===== config.mk =====
export PLATFORM = sky130hd
export DESIGN_NAME = conditional_alu_execute_stage_top_flat
export DESIGN_NICKNAME = d
export VERILOG_FILES = /design/src/cae_pkg.sv /design/src/cae_in_if.sv /design/src/cae_out_if.sv /design/src/cae_alu.sv /design/src/conditional_alu_execute_stage_top.sv /design/src/flat_wrapper.sv
export SDC_FILE = /design/constraint.sdc
export NUM_CORES = 2
export LEC_CHECK = 0
export BUFFER_PORTS_ARGS = -buffer_cell sky130_fd_sc_hd__buf_2
export CAP_MARGIN = 10
export CORE_MARGIN = 1.5
export CORE_UTILIZATION = 41
export DETAILED_ROUTE_END_ITERATION = 8
export PLACE_DENSITY = 0.64
export SETUP_SLACK_MARGIN = 0.2
export SLEW_MARGIN = 40
export SYNTH_ARGS = -nofsm -noshare
export SYNTH_HDL_FRONTEND = slang
export SYNTH_SLANG_ARGS = --single-unit

===== constraint.sdc =====
create_clock -name i_clk -period 10.6 [get_ports i_clk]
set_clock_uncertainty 0.15 [all_clocks]
set_input_delay 0 -clock i_clk [delete_from_list [all_inputs] [get_ports i_clk]]
set_output_delay 0 -clock i_clk [all_outputs]
set_load 0.05 [all_outputs]

===== src/cae_pkg.sv =====
// ----------------------------------------------------------------------------
// cae_pkg
// shared types and codes of the conditional alu execute stage
// ----------------------------------------------------------------------------
package cae_pkg;

    localparam int NREG = 16;

    typedef logic [31:0] t_word;
    typedef logic [3:0]  t_reg_idx;

    localparam t_reg_idx PC_IDX = 4'd15;

    // instruction kinds
    localparam logic [1:0] KIND_DP     = 2'd0;
    localparam logic [1:0] KIND_MUL    = 2'd1;
    localparam logic [1:0] KIND_BRANCH = 2'd2;

    // condition codes
    localparam logic [3:0] COND_EQ = 4'd0;
    localparam logic [3:0] COND_NE = 4'd1;
    localparam logic [3:0] COND_GE = 4'd10;
    localparam logic [3:0] COND_LT = 4'd11;
    localparam logic [3:0] COND_GT = 4'd12;
    localparam logic [3:0] COND_LE = 4'd13;
    localparam logic [3:0] COND_AL = 4'd14;

    // alu opcodes
    localparam logic [3:0] OP_AND = 4'd0;
    localparam logic [3:0] OP_EOR = 4'd1;
    localparam logic [3:0] OP_SUB = 4'd2;
    localparam logic [3:0] OP_RSB = 4'd3;
    localparam logic [3:0] OP_ADD = 4'd4;
    localparam logic [3:0] OP_TST = 4'd8;
    localparam logic [3:0] OP_TEQ = 4'd9;
    localparam logic [3:0] OP_CMP = 4'd10;
    localparam logic [3:0] OP_ORR = 4'd12;
    localparam logic [3:0] OP_MOV = 4'd13;

    // operand modes
    localparam logic [1:0] MODE_SHIFT_IMM = 2'd0;
    localparam logic [1:0] MODE_SHIFT_REG = 2'd1;

    // shift types
    localparam logic [1:0] SH_LSL = 2'd0;
    localparam logic [1:0] SH_LSR = 2'd1;
    localparam logic [1:0] SH_ASR = 2'd2;
    localparam logic [1:0] SH_ROR = 2'd3;

    // flag bit positions
    localparam int FLAG_N = 3;
    localparam int FLAG_Z = 2;
    localparam int FLAG_C = 1;
    localparam int FLAG_V = 0;

    typedef struct packed {
        logic [1:0]  kind;
        logic [3:0]  cond;
        logic [3:0]  opcode;
        logic [1:0]  operand_mode;
        logic        set_flags;
        t_reg_idx    rd;
        t_reg_idx    rn;
        t_reg_idx    rm;
        t_reg_idx    rs;
        logic [1:0]  shift_type;
        logic [4:0]  shift_amount;
        logic [23:0] literal;
    } t_instr;

    typedef struct packed {
        logic     executed;
        logic     wrote_reg;
        t_reg_idx dest_reg;
        t_word    dest_value;
        logic [3:0] flag_bits;
        t_word    program_counter;
    } t_result;

    // operands handed to the execute unit
    typedef struct packed {
        t_word      rn_val;
        t_word      rm_val;
        t_word      rs_val;
        t_word      pc_val;
        logic [3:0] flags;
    } t_opnd;

endpackage


===== src/cae_in_if.sv =====
// ----------------------------------------------------------------------------
// cae_in_if
// instruction channel: valid, ready and one decoded instruction
// ----------------------------------------------------------------------------
interface cae_in_if;
    import cae_pkg::*;

    logic   valid;
    logic   ready;
    t_instr data;

    modport source (output valid, output data, input ready);
    modport sink   (input valid, input data, output ready);
endinterface


===== src/cae_out_if.sv =====
// ----------------------------------------------------------------------------
// cae_out_if
// result channel: valid, ready and one execute result
// ----------------------------------------------------------------------------
interface cae_out_if;
    import cae_pkg::*;

    logic    valid;
    logic    ready;
    t_result data;

    modport source (output valid, output data, input ready);
    modport sink   (input valid, input data, output ready);
endinterface


===== src/cae_alu.sv =====
// ----------------------------------------------------------------------------
// cae_alu
// condition test, barrel shifter, alu, multiplier and branch adder
// ----------------------------------------------------------------------------
module cae_alu (
    input  cae_pkg::t_instr  i_instr,
    input  cae_pkg::t_opnd   i_opnd,
    output cae_pkg::t_result o_result
);
    import cae_pkg::*;

    function automatic logic cond_pass(input logic [3:0] c, input logic [3:0] f);
        logic n, z, v;
        n = f[FLAG_N];
        z = f[FLAG_Z];
        v = f[FLAG_V];
        priority case (c)
            COND_EQ: return z;
            COND_NE: return !z;
            COND_GE: return n == v;
            COND_LT: return n != v;
            COND_GT: return !z && (n == v);
            COND_LE: return z || (n != v);
            COND_AL: return 1'b1;
            default: return 1'b0;
        endcase
    endfunction

    // returns {carry, value}
    function automatic logic [32:0] barrel(input t_word v, input logic [1:0] ty,
                                           input logic [7:0] amt, input logic cin);
        logic [32:0] t;
        logic [63:0] dbl;
        t = {cin, v};
        if (amt != 8'd0) begin
            unique case (ty)
                SH_LSL: begin
                    if (amt < 8'd32) t = {1'b0, v} << amt[4:0];
                    else if (amt == 8'd32) t = {v[0], 32'd0};
                    else t = 33'd0;
                end
                SH_LSR: begin
                    if (amt < 8'd32) begin
                        t = {v, 1'b0} >> amt[4:0];
                        t = {t[0], t[32:1]};
                    end else if (amt == 8'd32) begin
                        t = {v[31], 32'd0};
                    end else begin
                        t = 33'd0;
                    end
                end
                SH_ASR: begin
                    if (amt < 8'd32) begin
                        t = 33'($signed({v, 1'b0}) >>> amt[4:0]);
                        t = {t[0], t[32:1]};
                    end else begin
                        t = {v[31], {32{v[31]}}};
                    end
                end
                SH_ROR: begin
                    dbl = {v, v} >> amt[4:0];
                    t = {dbl[31], dbl[31:0]};
                end
                default: t = {cin, v};
            endcase
        end
        return t;
    endfunction

    logic        pass;
    logic        cin;
    logic [7:0]  sh_amt;
    logic [1:0]  sh_type;
    t_word       sh_val;
    logic [32:0] sh_out;
    t_word       a;
    t_word       op2;
    logic        sh_c;
    t_word       add_x, add_y;
    logic        add_cin;
    logic [32:0] sum;
    t_word       mul_lo;
    t_word       mac;
    t_word       br_off;
    t_word       res;
    logic        c_out;
    logic        op_ok;
    logic        op_wr;
    logic        exec;
    logic        wr;
    logic [3:0]  flags_nxt;

    assign pass = cond_pass(i_instr.cond, i_opnd.flags);
    assign cin  = i_opnd.flags[FLAG_C];
    assign a    = i_opnd.rn_val;

    // operand 2 selection
    always_comb begin
        if (i_instr.operand_mode[1]) begin
            sh_val  = {24'd0, i_instr.literal[7:0]};
            sh_type = SH_ROR;
            sh_amt  = {3'd0, i_instr.shift_amount[3:0], 1'b0};
        end else if (i_instr.operand_mode == MODE_SHIFT_REG) begin
            sh_val  = i_opnd.rm_val;
            sh_type = i_instr.shift_type;
            sh_amt  = i_opnd.rs_val[7:0];
        end else begin
            sh_val  = i_opnd.rm_val;
            sh_type = i_instr.shift_type;
            sh_amt  = {3'd0, i_instr.shift_amount};
        end
    end

    assign sh_out = barrel(sh_val, sh_type, sh_amt, cin);
    assign op2    = sh_out[31:0];
    assign sh_c   = sh_out[32];

    // one shared adder: sub and cmp as a + ~b + 1, rsb as b + ~a + 1
    always_comb begin
        add_x   = a;
        add_y   = op2;
        add_cin = 1'b0;
        if (i_instr.opcode == OP_SUB || i_instr.opcode == OP_CMP) begin
            add_y   = ~op2;
            add_cin = 1'b1;
        end else if (i_instr.opcode == OP_RSB) begin
            add_x   = op2;
            add_y   = ~a;
            add_cin = 1'b1;
        end
    end

    assign sum = {1'b0, add_x} + {1'b0, add_y} + {32'd0, add_cin};

    always_comb begin
        res   = 32'd0;
        c_out = sh_c;
        op_ok = 1'b1;
        op_wr = 1'b1;
        unique case (i_instr.opcode)
            OP_AND: res = a & op2;
            OP_EOR: res = a ^ op2;
            OP_SUB, OP_RSB, OP_ADD: begin
                res   = sum[31:0];
                c_out = sum[32];
            end
            OP_TST: begin
                res   = a & op2;
                op_wr = 1'b0;
            end
            OP_TEQ: begin
                res   = a ^ op2;
                op_wr = 1'b0;
            end
            OP_CMP: begin
                res   = sum[31:0];
                c_out = sum[32];
                op_wr = 1'b0;
            end
            OP_ORR: res = a | op2;
            OP_MOV: res = op2;
            default: begin
                op_ok = 1'b0;
                op_wr = 1'b0;
            end
        endcase
    end

    assign mul_lo = 32'(i_opnd.rm_val * i_opnd.rs_val);
    assign mac    = i_instr.opcode[0] ? (mul_lo + i_opnd.rn_val) : mul_lo;
    assign br_off = {{6{i_instr.literal[23]}}, i_instr.literal, 2'b00};

    always_comb begin
        exec      = 1'b0;
        wr        = 1'b0;
        flags_nxt = i_opnd.flags;
        o_result  = '0;
        if (pass) begin
            unique case (i_instr.kind)
                KIND_DP: begin
                    exec = op_ok;
                    wr   = op_wr;
                    o_result.dest_reg   = i_instr.rd;
                    o_result.dest_value = res;
                    if (op_ok && i_instr.set_flags) begin
                        flags_nxt[FLAG_N] = res[31];
                        flags_nxt[FLAG_Z] = (res == 32'd0);
                        flags_nxt[FLAG_C] = c_out;
                    end
                end
                KIND_MUL: begin
                    exec = 1'b1;
                    wr   = 1'b1;
                    o_result.dest_reg   = i_instr.rd;
                    o_result.dest_value = mac;
                    if (i_instr.set_flags) begin
                        flags_nxt[FLAG_N] = mac[31];
                        flags_nxt[FLAG_Z] = (mac == 32'd0);
                    end
                end
                KIND_BRANCH: begin
                    exec = 1'b1;
                    wr   = 1'b1;
                    o_result.dest_reg   = PC_IDX;
                    o_result.dest_value = i_opnd.pc_val + br_off + 32'd4;
                end
                default: begin
                    exec = 1'b0;
                    wr   = 1'b0;
                end
            endcase
        end
        if (!wr) begin
            o_result.dest_reg   = '0;
            o_result.dest_value = '0;
        end
        o_result.executed        = exec;
        o_result.wrote_reg       = wr;
        o_result.flag_bits       = flags_nxt;
        o_result.program_counter = (wr && o_result.dest_reg == PC_IDX) ?
                                   o_result.dest_value : i_opnd.pc_val;
    end

endmodule


===== src/conditional_alu_execute_stage_top.sv =====
// ----------------------------------------------------------------------------
// conditional_alu_execute_stage_top
// execute stage: register file in synchronous memories, flags, alu and output
//
//   channel    | direction | payload  | transfer
//   -----------+-----------+----------+---------------------------
//   i_instr    | in        | t_instr  | valid & ready at rising edge
//   o_result   | out       | t_result | valid & ready at rising edge
//
// one instruction per cycle while the output does not stall; the transaction
// edge reads the memories, the output register is loaded as the stage advances
// the register file sits in two copies of a 16 x 32 memory with registered
// read (rn, rm on one copy, rs on the other); the latest write is forwarded
// reset clears flags, pc copy and one valid bit per register, no clearing pass
// a stalled output holds the execute stage, and one more instruction may enter
// ----------------------------------------------------------------------------
module conditional_alu_execute_stage_top (
    input  logic      i_clk,
    input  logic      i_rst_n,
    cae_in_if.sink    i_instr,
    cae_out_if.source o_result
);
    import cae_pkg::*;

    t_word      m_rf_a [NREG];
    t_word      m_rf_b [NREG];

    t_word      r_rn_q, r_rm_q, r_rs_q;
    logic       r_rn_ok, r_rm_ok, r_rs_ok;
    logic [NREG-1:0] r_valid;

    logic       r_s1_vld;
    t_instr     r_s1;

    logic       r_wb_vld;
    t_reg_idx   r_wb_addr;
    t_word      r_wb_data;

    t_word      r_pc;
    logic [3:0] r_flags;

    logic       r_out_vld;
    t_result    r_out;

    logic       in_acc;
    logic       s1_adv;
    logic       wr_en;
    t_opnd      opnd;
    t_result    n_result;

    assign s1_adv        = r_s1_vld && (!r_out_vld || o_result.ready);
    assign i_instr.ready = !r_s1_vld || s1_adv;
    assign in_acc        = i_instr.valid && i_instr.ready;
    assign wr_en         = s1_adv && n_result.wrote_reg;

    // register file copies, read before write
    always_ff @(posedge i_clk) begin
        if (wr_en) begin
            m_rf_a[n_result.dest_reg] <= n_result.dest_value;
            m_rf_b[n_result.dest_reg] <= n_result.dest_value;
        end
        if (in_acc) begin
            r_rn_q <= m_rf_a[i_instr.data.rn];
            r_rm_q <= m_rf_a[i_instr.data.rm];
            r_rs_q <= m_rf_b[i_instr.data.rs];
        end
    end

    always_ff @(posedge i_clk) begin
        if (in_acc) begin
            r_s1    <= i_instr.data;
            r_rn_ok <= r_valid[i_instr.data.rn];
            r_rm_ok <= r_valid[i_instr.data.rm];
            r_rs_ok <= r_valid[i_instr.data.rs];
        end
        if (wr_en) begin
            r_wb_addr <= n_result.dest_reg;
            r_wb_data <= n_result.dest_value;
        end
        if (s1_adv) begin
            r_out <= n_result;
        end
    end

    always_ff @(posedge i_clk) begin
        if (!i_rst_n) begin
            r_s1_vld  <= 1'b0;
            r_out_vld <= 1'b0;
            r_wb_vld  <= 1'b0;
            r_valid   <= '0;
            r_pc      <= '0;
            r_flags   <= '0;
        end else begin
            if (in_acc) begin
                r_s1_vld <= 1'b1;
            end else if (s1_adv) begin
                r_s1_vld <= 1'b0;
            end
            if (s1_adv) begin
                r_out_vld <= 1'b1;
                r_flags   <= n_result.flag_bits;
                r_pc      <= n_result.program_counter;
            end else if (o_result.ready) begin
                r_out_vld <= 1'b0;
            end
            if (wr_en) begin
                r_wb_vld                   <= 1'b1;
                r_valid[n_result.dest_reg] <= 1'b1;
            end
        end
    end

    // forward the latest write over what the memory returned
    always_comb begin
        opnd.rn_val = r_rn_ok ? r_rn_q : 32'd0;
        opnd.rm_val = r_rm_ok ? r_rm_q : 32'd0;
        opnd.rs_val = r_rs_ok ? r_rs_q : 32'd0;
        if (r_wb_vld && r_wb_addr == r_s1.rn) opnd.rn_val = r_wb_data;
        if (r_wb_vld && r_wb_addr == r_s1.rm) opnd.rm_val = r_wb_data;
        if (r_wb_vld && r_wb_addr == r_s1.rs) opnd.rs_val = r_wb_data;
        opnd.pc_val = r_pc;
        opnd.flags  = r_flags;
    end

    cae_alu u_cae_alu (
        .i_instr  (r_s1),
        .i_opnd   (opnd),
        .o_result (n_result)
    );

    assign o_result.valid = r_out_vld;
    assign o_result.data  = r_out;

endmodule


===== src/flat_wrapper.sv =====
// flat-port wrapper written by rule: the top's interface ports become plain ports
module conditional_alu_execute_stage_top_flat import cae_pkg::*;
  (i_clk, i_rst_n, i_instr_valid, i_instr_data, i_instr_ready, o_result_valid, o_result_data, o_result_ready);
  cae_in_if i_instr_i ();
  cae_out_if o_result_i ();
  input  logic i_clk;
  input  logic i_rst_n;
  input wire logic [$bits(i_instr_i.valid)-1:0] i_instr_valid;
  input wire logic [$bits(i_instr_i.data)-1:0] i_instr_data;
  output wire logic [$bits(i_instr_i.ready)-1:0] i_instr_ready;
  output wire logic [$bits(o_result_i.valid)-1:0] o_result_valid;
  output wire logic [$bits(o_result_i.data)-1:0] o_result_data;
  input wire logic [$bits(o_result_i.ready)-1:0] o_result_ready;
  assign i_instr_i.valid = i_instr_valid;
  assign i_instr_i.data = i_instr_data;
  assign i_instr_ready = i_instr_i.ready;
  assign o_result_valid = o_result_i.valid;
  assign o_result_data = o_result_i.data;
  assign o_result_i.ready = o_result_ready;
  conditional_alu_execute_stage_top u_core (.i_clk(i_clk), .i_rst_n(i_rst_n), .i_instr(i_instr_i), .o_result(o_result_i));
endmodule

# After elaboration in Yosys (flattened, before gate mapping)
# Memories as Yosys holds them, arrays and structs flattened. A register that Yosys moved wholly into a read port is not among the register bits.
# Index checks and enable logic that the tools add are counted.
# Widths: inputs -> output; s select.
[totals]
reg_bits = 226
mem_bits_rw = 1024
in_bits = 64
out_inout_bits = 76
elab_cells = 167
memories = 2
[memory_table]
columns = ["memory", "words", "width", "read_ports", "rd_ports_with_merged_regs", "wr", "line_no", "rtl"]
rows = [
  ["u_core.m_rf_a", 16, 32, 2, 2, 1, "conditional_alu_execute_stage_top.sv:25", "t_word m_rf_a [NREG];"],
  ["u_core.m_rf_b", 16, 32, 1, 1, 1, "conditional_alu_execute_stage_top.sv:26", "t_word m_rf_b [NREG];"],
]
[classes]
n_addsub = 5
multipliers = 1
magnitude_cmp = 6
eq_ne = 26
n_shift = 4
muxes = 55
n_bitwise = 7
reduce_logical = 32
[ops]
columns = ["operator", "n"]
rows = [
  ["$mux 32", 13],
  ["$mux 33", 6],
  ["$pmux 32 s5", 1],
  ["$pmux 33 s4", 1],
  ["$pmux 36 s3", 1],
  ["$mux 36", 2],
  ["$add 32x32->32", 2],
  ["$logic_not 32->1", 2],
  ["$not 32->32", 2],
  ["$shr 64x5->32", 1],
  ["$eq 4x4->1 const B", 11],
  ["$add 32x32->33", 1],
  ["$add 33x1->33", 1],
  ["$shl 32x5->33", 1],
  ["$shr 33x5->33", 1],
  ["$sshr 33x5->33", 1],
  ["$add 32x3->32 const B", 1],
  ["$and 32x32->32", 1],
  ["$mul 32x32->32", 1],
  ["$or 32x32->32", 1],
  ["$xor 32x32->32", 1],
  ["$lt 4x5->1 const B", 4],
  ["$mux 1", 17],
  ["$mux 8", 2],
  ["other kinds (29)", 61],
]

# Depth between registers and ports, before layout
[logic_depth]
ltp_word = 23
depth_mapped = 49
depth_no_buf = 45

# Cells and area by module
# A second synthesis with hierarchy kept.
[hier_totals]
hier_cells = 6193
hier_area_um2 = 70077.2
[modules_own_cells]
columns = ["mod", "instances", "cells_each", "area_per_inst_um2", "seq_area_each_um2"]
rows = [
  ["conditional_alu_execute_stage_top", 1, 2110, 38580.8, 24553.5],
  ["cae_alu", 1, 4083, 31496.5, 0.0],
]

# Worst setup path before layout
# OpenSTA, ideal clock, no wires.
[synth_timing]
path_type = "reg2reg"
from = "register u_core.r_wb_addr[2]"
to = "register u_core.r_flags[2]"
setup_time_ns = 0.086
arrival_time_ns = 11.178
required_time_ns = 10.364
slack_ns = -0.814
path_stages_with_launch = 47
path_buffers = 5
synth_period_minus_slack_ns = 11.414
path_cell_list = "edfxtp_1 -> xor2_1 -> buf_2 -> nor3_1 -> clkbuf_1 -> clkbuf_1 -> a21o_1 -> clkbuf_1 -> clkbuf_1 -> nand2_1 -> fa_1 -> fa_1 -> fa_1 -> fa_1 -> inv_1 -> ha_1 -> ha_1 -> inv_1 -> (+11 left out) -> ha_1 -> o21a_1 -> o21a_1 -> and3_1 -> a31oi_1 -> a211oi_1 -> o31ai_1 -> nand2b_1 -> a21oi_1 -> xnor2_1 -> mux2_2 -> or4_1 -> or4_1 -> o41ai_1 -> inv_1 -> o41ai_2 -> nand2b_1 -> a221oi_2"
[synth_between]
elab_chain_len = 18
word_cells_on_any_way = 44
classes_between = "3 x add/sub; 1 x mul; 1 x order compare; 3 x eq/ne; 4 x shift; 21 x mux; 5 x bitwise; 6 x reduce/logical"
[synth_rtl]
columns = ["item", "line_no", "rtl"]
rows = [
  ["start: declaration", "conditional_alu_execute_stage_top.sv:36", "t_reg_idx r_wb_addr;"],
  ["start signal: assignment", "conditional_alu_execute_stage_top.sv:77", "r_wb_addr <= n_result.dest_reg;"],
  ["$eq 4x4->1", "conditional_alu_execute_stage_top.sv:120", "if (r_wb_vld && r_wb_addr == r_s1.rs) opnd.rs_val = r_wb_data;"],
  ["$logic_and 1x1->1", "conditional_alu_execute_stage_top.sv:120", ""],
  ["$mux 32", "conditional_alu_execute_stage_top.sv:120", ""],
  ["$mux 8", "cae_alu.sv:103", "end else if (i_instr.operand_mode == MODE_SHIFT_REG) begin"],
  ["$mux 8", "cae_alu.sv:99", "if (i_instr.operand_mode[1]) begin"],
  ["$lt 8x6->1, or another cell as far along", "cae_alu.sv:38, cae_alu.sv:43, cae_alu.sv:53", ""],
  ["$mux 33, on equally long branches", "cae_alu.sv:53, cae_alu.sv:38, cae_alu.sv:43", ""],
  ["$pmux 33 s4", "cae_alu.sv:36", "unique case (ty)"],
  ["(+2 left out)", "--", ""],
  ["$mux 32", "cae_alu.sv:123", "if (i_instr.opcode == OP_SUB || i_instr.opcode == OP_CMP) begin"],
  ["$add 32x32->33", "cae_alu.sv:133", "assign sum = {1'b0, add_x} + {1'b0, add_y} + {32'd0, add_cin};"],
  ["$add 33x1->33", "cae_alu.sv:133", ""],
  ["$pmux 32 s5", "cae_alu.sv:140", "unique case (i_instr.opcode)"],
  ["$logic_not 32->1", "cae_alu.sv:187", "flags_nxt[FLAG_Z] = (res == 32'd0);"],
  ["$mux 3", "cae_alu.sv:185", "if (op_ok && i_instr.set_flags) begin"],
  ["$pmux 2 s2 (*)", "cae_alu.sv:179", "unique case (i_instr.kind)"],
  ["$mux 3 (*)", "cae_alu.sv:178", "if (pass) begin"],
  ["end signal: assignment", "conditional_alu_execute_stage_top.sv:101", "r_flags <= n_result.flag_bits;"],
  ["end: declaration", "conditional_alu_execute_stage_top.sv:40", "logic [3:0] r_flags;"],
]
# Every way passes the cells marked *; elsewhere a longest branch is shown, timed or not.
# A chain may end at the register's enable or synchronous reset.

# Final worst setup path
[layout_timing]
from = "register u_core.r_wb_addr[3]"
to = "register u_core.r_flags[2]"
# Same word-level chain as after synthesis.

==> results.yml <==
critical_path:
  cpMostUsedCell: "fa_1"
  worstSetupPathType: "register to register"
  crit_slowest_cell: "fa_1"
  cp-start-kind: "register"
  endpoint_kind: "register"
  cp_slowest_stage_delay_ns: 0.59
  path_max_fanout: 15
  crit_arrival_ns: 11.64
  cp.required_ns: 11.06
place:
  placed_area_sq_um: 79060
  gp_congestion: 1.065
  post-dp-hpwl_um: 236100
  place_inst: 8898
  place.port_buffers: 138
power:
  p_leak_nw: 31.81
  p_seq_share_pct: 31.2
  intPower_mw: 7.545
  p_sw_mw: 4.427
  ir_drop_v: 0.0001721
  power.density_nw_per_um2: 141.2
  p_total_mw: 11.97
  switching_share_pct: 36.98
  pwr-share-clk_pct: 26.7
  combinationalPowerShare_pct: 42.1
drt:
  ant_nets: 0
  routedWlPerCell_um: 34.20
  dr.pass1.iters: 7
  drc: 0
  viasPerCell: 6.399
  drtIter0Drc: 8151
  routed_wl_um: 315400
  route.vias.total: 59020
cts:
  cts.sinks: 834
  cts_max_path_buffers: 3
  clock_latency_ns: 0.70
  clk_pin_slew_ns: 0.07
  tritoncts: "yes"
  h-tree-depth: 3
  cts_made_buffers: 83
  cts-root-buf: "clkbuf_16"
logic_synthesis:
  synth_fp_nets: 6901
  ys_seq_area_share_pct: 35.14
  synth_flop_cell: "edfxtp_1"
  syn_inst: 6115
  synth_edf_count: 780
  syn-cell-area_sq_um: 69740
  synthArstFlopShare_pct: 0
  ys_warn_count: 0
  postSynthAreaPerCell_sq_um: 11.40
  synthDistinctLibCells: 106
  synth-seq-cells: 834
floorplanning:
  die_x_um: 415.4
  num_rows: 151
  start_util_pct: 41.24
  die_area_sq_um: 172600
  die_h_um: 415.4
  core_sq_um: 169100
  boundaryPins: 140
finish:
  synthToLayoutAreaGrowth_pct: 21.62
  fin_cells: 9222
  post-route-util_pct: 50.16
  nNetsFinal: 7711
  design_area_sq_um: 84810
  drive_above_1_share_pct: 29.18
grt:
  grt_pass1_vias: 58480
  grt_antenna_before_repair: 19
  grt_pass1_wl_um: 439100
  grt-ovfl-total: 0
  grtUsageTotal_pct: 35.87
  grt_start_max_net_pins: 85
timing:
  period_minus_slack_ns: 11.18
  setup_viol: 83
  setup_tns_ns: -24.82
  grt_setup_unrepaired: "true"
  max-slew-margin-rel_pct: 36.41
  drv_slew: 0
  hold_viol: 0
  post-route-period-util_pct: 105.5
  setup_ws_ns: -0.5805
  timing.fmax_mhz: 89.44
  worst_slew_pin_slew_ns: 0.9538
hold_path:
  hp-class: "input port to register"
job:
  maxCapViolations: 0
outcome:
  violations: "negative setup slack"
  status: "finished with violations"
[kinds of logic after synthesis]
logic type | count (synthesis) | share of synthesized area [%]
adder cells (fa/ha/maj) | 722 | 17.39
AO/OA/AOI/OAI | 1199 | 11.68
other | 1 | 0.005377
buffers and inverters | 864 | 4.884
multiplexers | 643 | 18.21
XOR/XNOR | 171 | 2.167
AND/OR/NAND/NOR | 1681 | 10.53
flip-flops | 834 | 35.14
[synth_stat cells, types with 28 or more instances]
cell / instances / area (sq um)
mux2_2: 29 / 326.6
or3_1: 31 / 193.9
xor2_1: 54 / 473.0
edfxtp_1: 780 / 23420
a22oi_1: 36 / 270.3
dfxtp_1: 54 / 1081
a21o_1: 55 / 412.9
nand2b_1: 43 / 269.0
nand2_1: 629 / 2361
inv_1: 444 / 1667
a21oi_1: 277 / 1386
ha_1: 310 / 3879
xnor2_1: 116 / 1016
mux2i_1: 115 / 1151
o211ai_1: 35 / 262.8
and3_1: 33 / 206.5
mux4_2: 497 / 11190
buf_1: 58 / 217.7
or2_2: 28 / 175.2
o31ai_1: 46 / 345.3
a221oi_1: 39 / 341.6
fa_1: 412 / 8248
clkbuf_1: 291 / 1092
a31oi_1: 43 / 269.0
o22ai_1: 39 / 244.0
buf_2: 46 / 230.2
nand3_1: 94 / 470.5
nor3_1: 75 / 375.4
o21a_1: 74 / 555.5
nor2_1: 607 / 2278
o21ai_0: 247 / 1236
[power by group through the flow]
stage               logic, mW  clock network, mW  registers (mW)
finish                   5.04               3.20            3.74
global route             5.25               3.34            3.74
floorplan                2.19                  0            3.82
global placement         4.47                  0            3.80
detailed placement       4.47                  0            3.80
CTS                      4.66               3.23            3.73
[worst max-delay path: cells and delay by family, from the launching register on]
family | cells | cell delay [ns]
simple gates | 11 | 2.41
fa+ha+maj | 10 | 3.78
buf+inv | 9 | 1.06
compound gates | 15 | 2.91
flops | 1 | 0.46
xor+xnor | 2 | 0.33
[layout by cell type, fill, tap and decap left out, types with 113 or more instances in the layout]
cell type	instances
buf_4	793
edfxtp_1	780
mux2i_1	113
a21oi_1	250
inv_1	434
mux4_2	497
o21ai_0	199
nand2_1	613
ha_1	292
buf_2	132
fa_1	396
nor2_1	574
[per-layer routing]
metal | GRT usage [%] | share of wire, % | up-vias
met5 | 0 | 0.023 | -
met4 | 21.44 | 7.2 | 10
met3 | 8.022 | 11 | 811
met2 | 55.93 | 45 | 3799
met1 | 45.79 | 37 | 30060
li1 | - | - | 24340
[per-stage QoR]
step                hold slack (ns)  setup WS [ns]
floorplan                  -0.05113        0.09629
global placement            0.02689        -0.8370
detailed placement          0.02852        -0.8246
CTS                         0.01042        -0.5093
global route                0.02608        -0.8888
finish                      0.03814        -0.5805
[path summary, 6_finish.rpt]
| path | slack, ns | cells past startpoint | to | startpoint |
|---|---|---|---|---|
| setup / recovery | -0.58 | 47 | u_core.r_flags[2] | u_core.r_wb_addr[3] |
| hold reg to reg | 0.34 | 2 | u_core.r_pc[26] | u_core.r_pc[26] |
| hold / removal | 0.04 | 2 | u_core.r_s1[27] | i_instr_data[27] |
| setup reg to reg | -0.58 | 47 | u_core.r_flags[2] | u_core.r_wb_addr[3] |
[final cells by class]
class	instances	area, sq um
inverters	446	1677
fillers	14810	84280
clock inverters	57	738.2
repair buffers	1143	9557
well taps	2218	2775
multi-input cells	4417	43370
diodes	12	30.03
flip-flops and latches	834	24500
clock buffers	95	2162
[repair_timing]
item / CTS / global route
hold buffers: 111 / 0
cloned: 2 / 9
hold endpoints to repair: 219 / 0
gates resized for setup: 78 / 170
buffers inserted: 8 / 26
pin swaps: 18 / 59
setup endpoints to repair: 183 / 259
[flip-flops by register name (all words and copies together) (netlist names), 3 cells and up]
| signal | count |
|---|---|
| u_core.r_wb_addr | 4 |
| u_core.r_s1 | 60 |
| u_core.r_rs_q | 32 |
| u_core.m_rf_b | 512 |
| u_core.r_wb_data | 32 |
| u_core.r_pc | 32 |
| u_core.o_result.data | 73 |
| u_core.r_rm_q | 32 |
| u_core.r_valid | 16 |
| u_core.r_rn_q | 32 |
| u_core.r_flags | 3 |
Note: power is estimated with default switching activity, not from simulation.
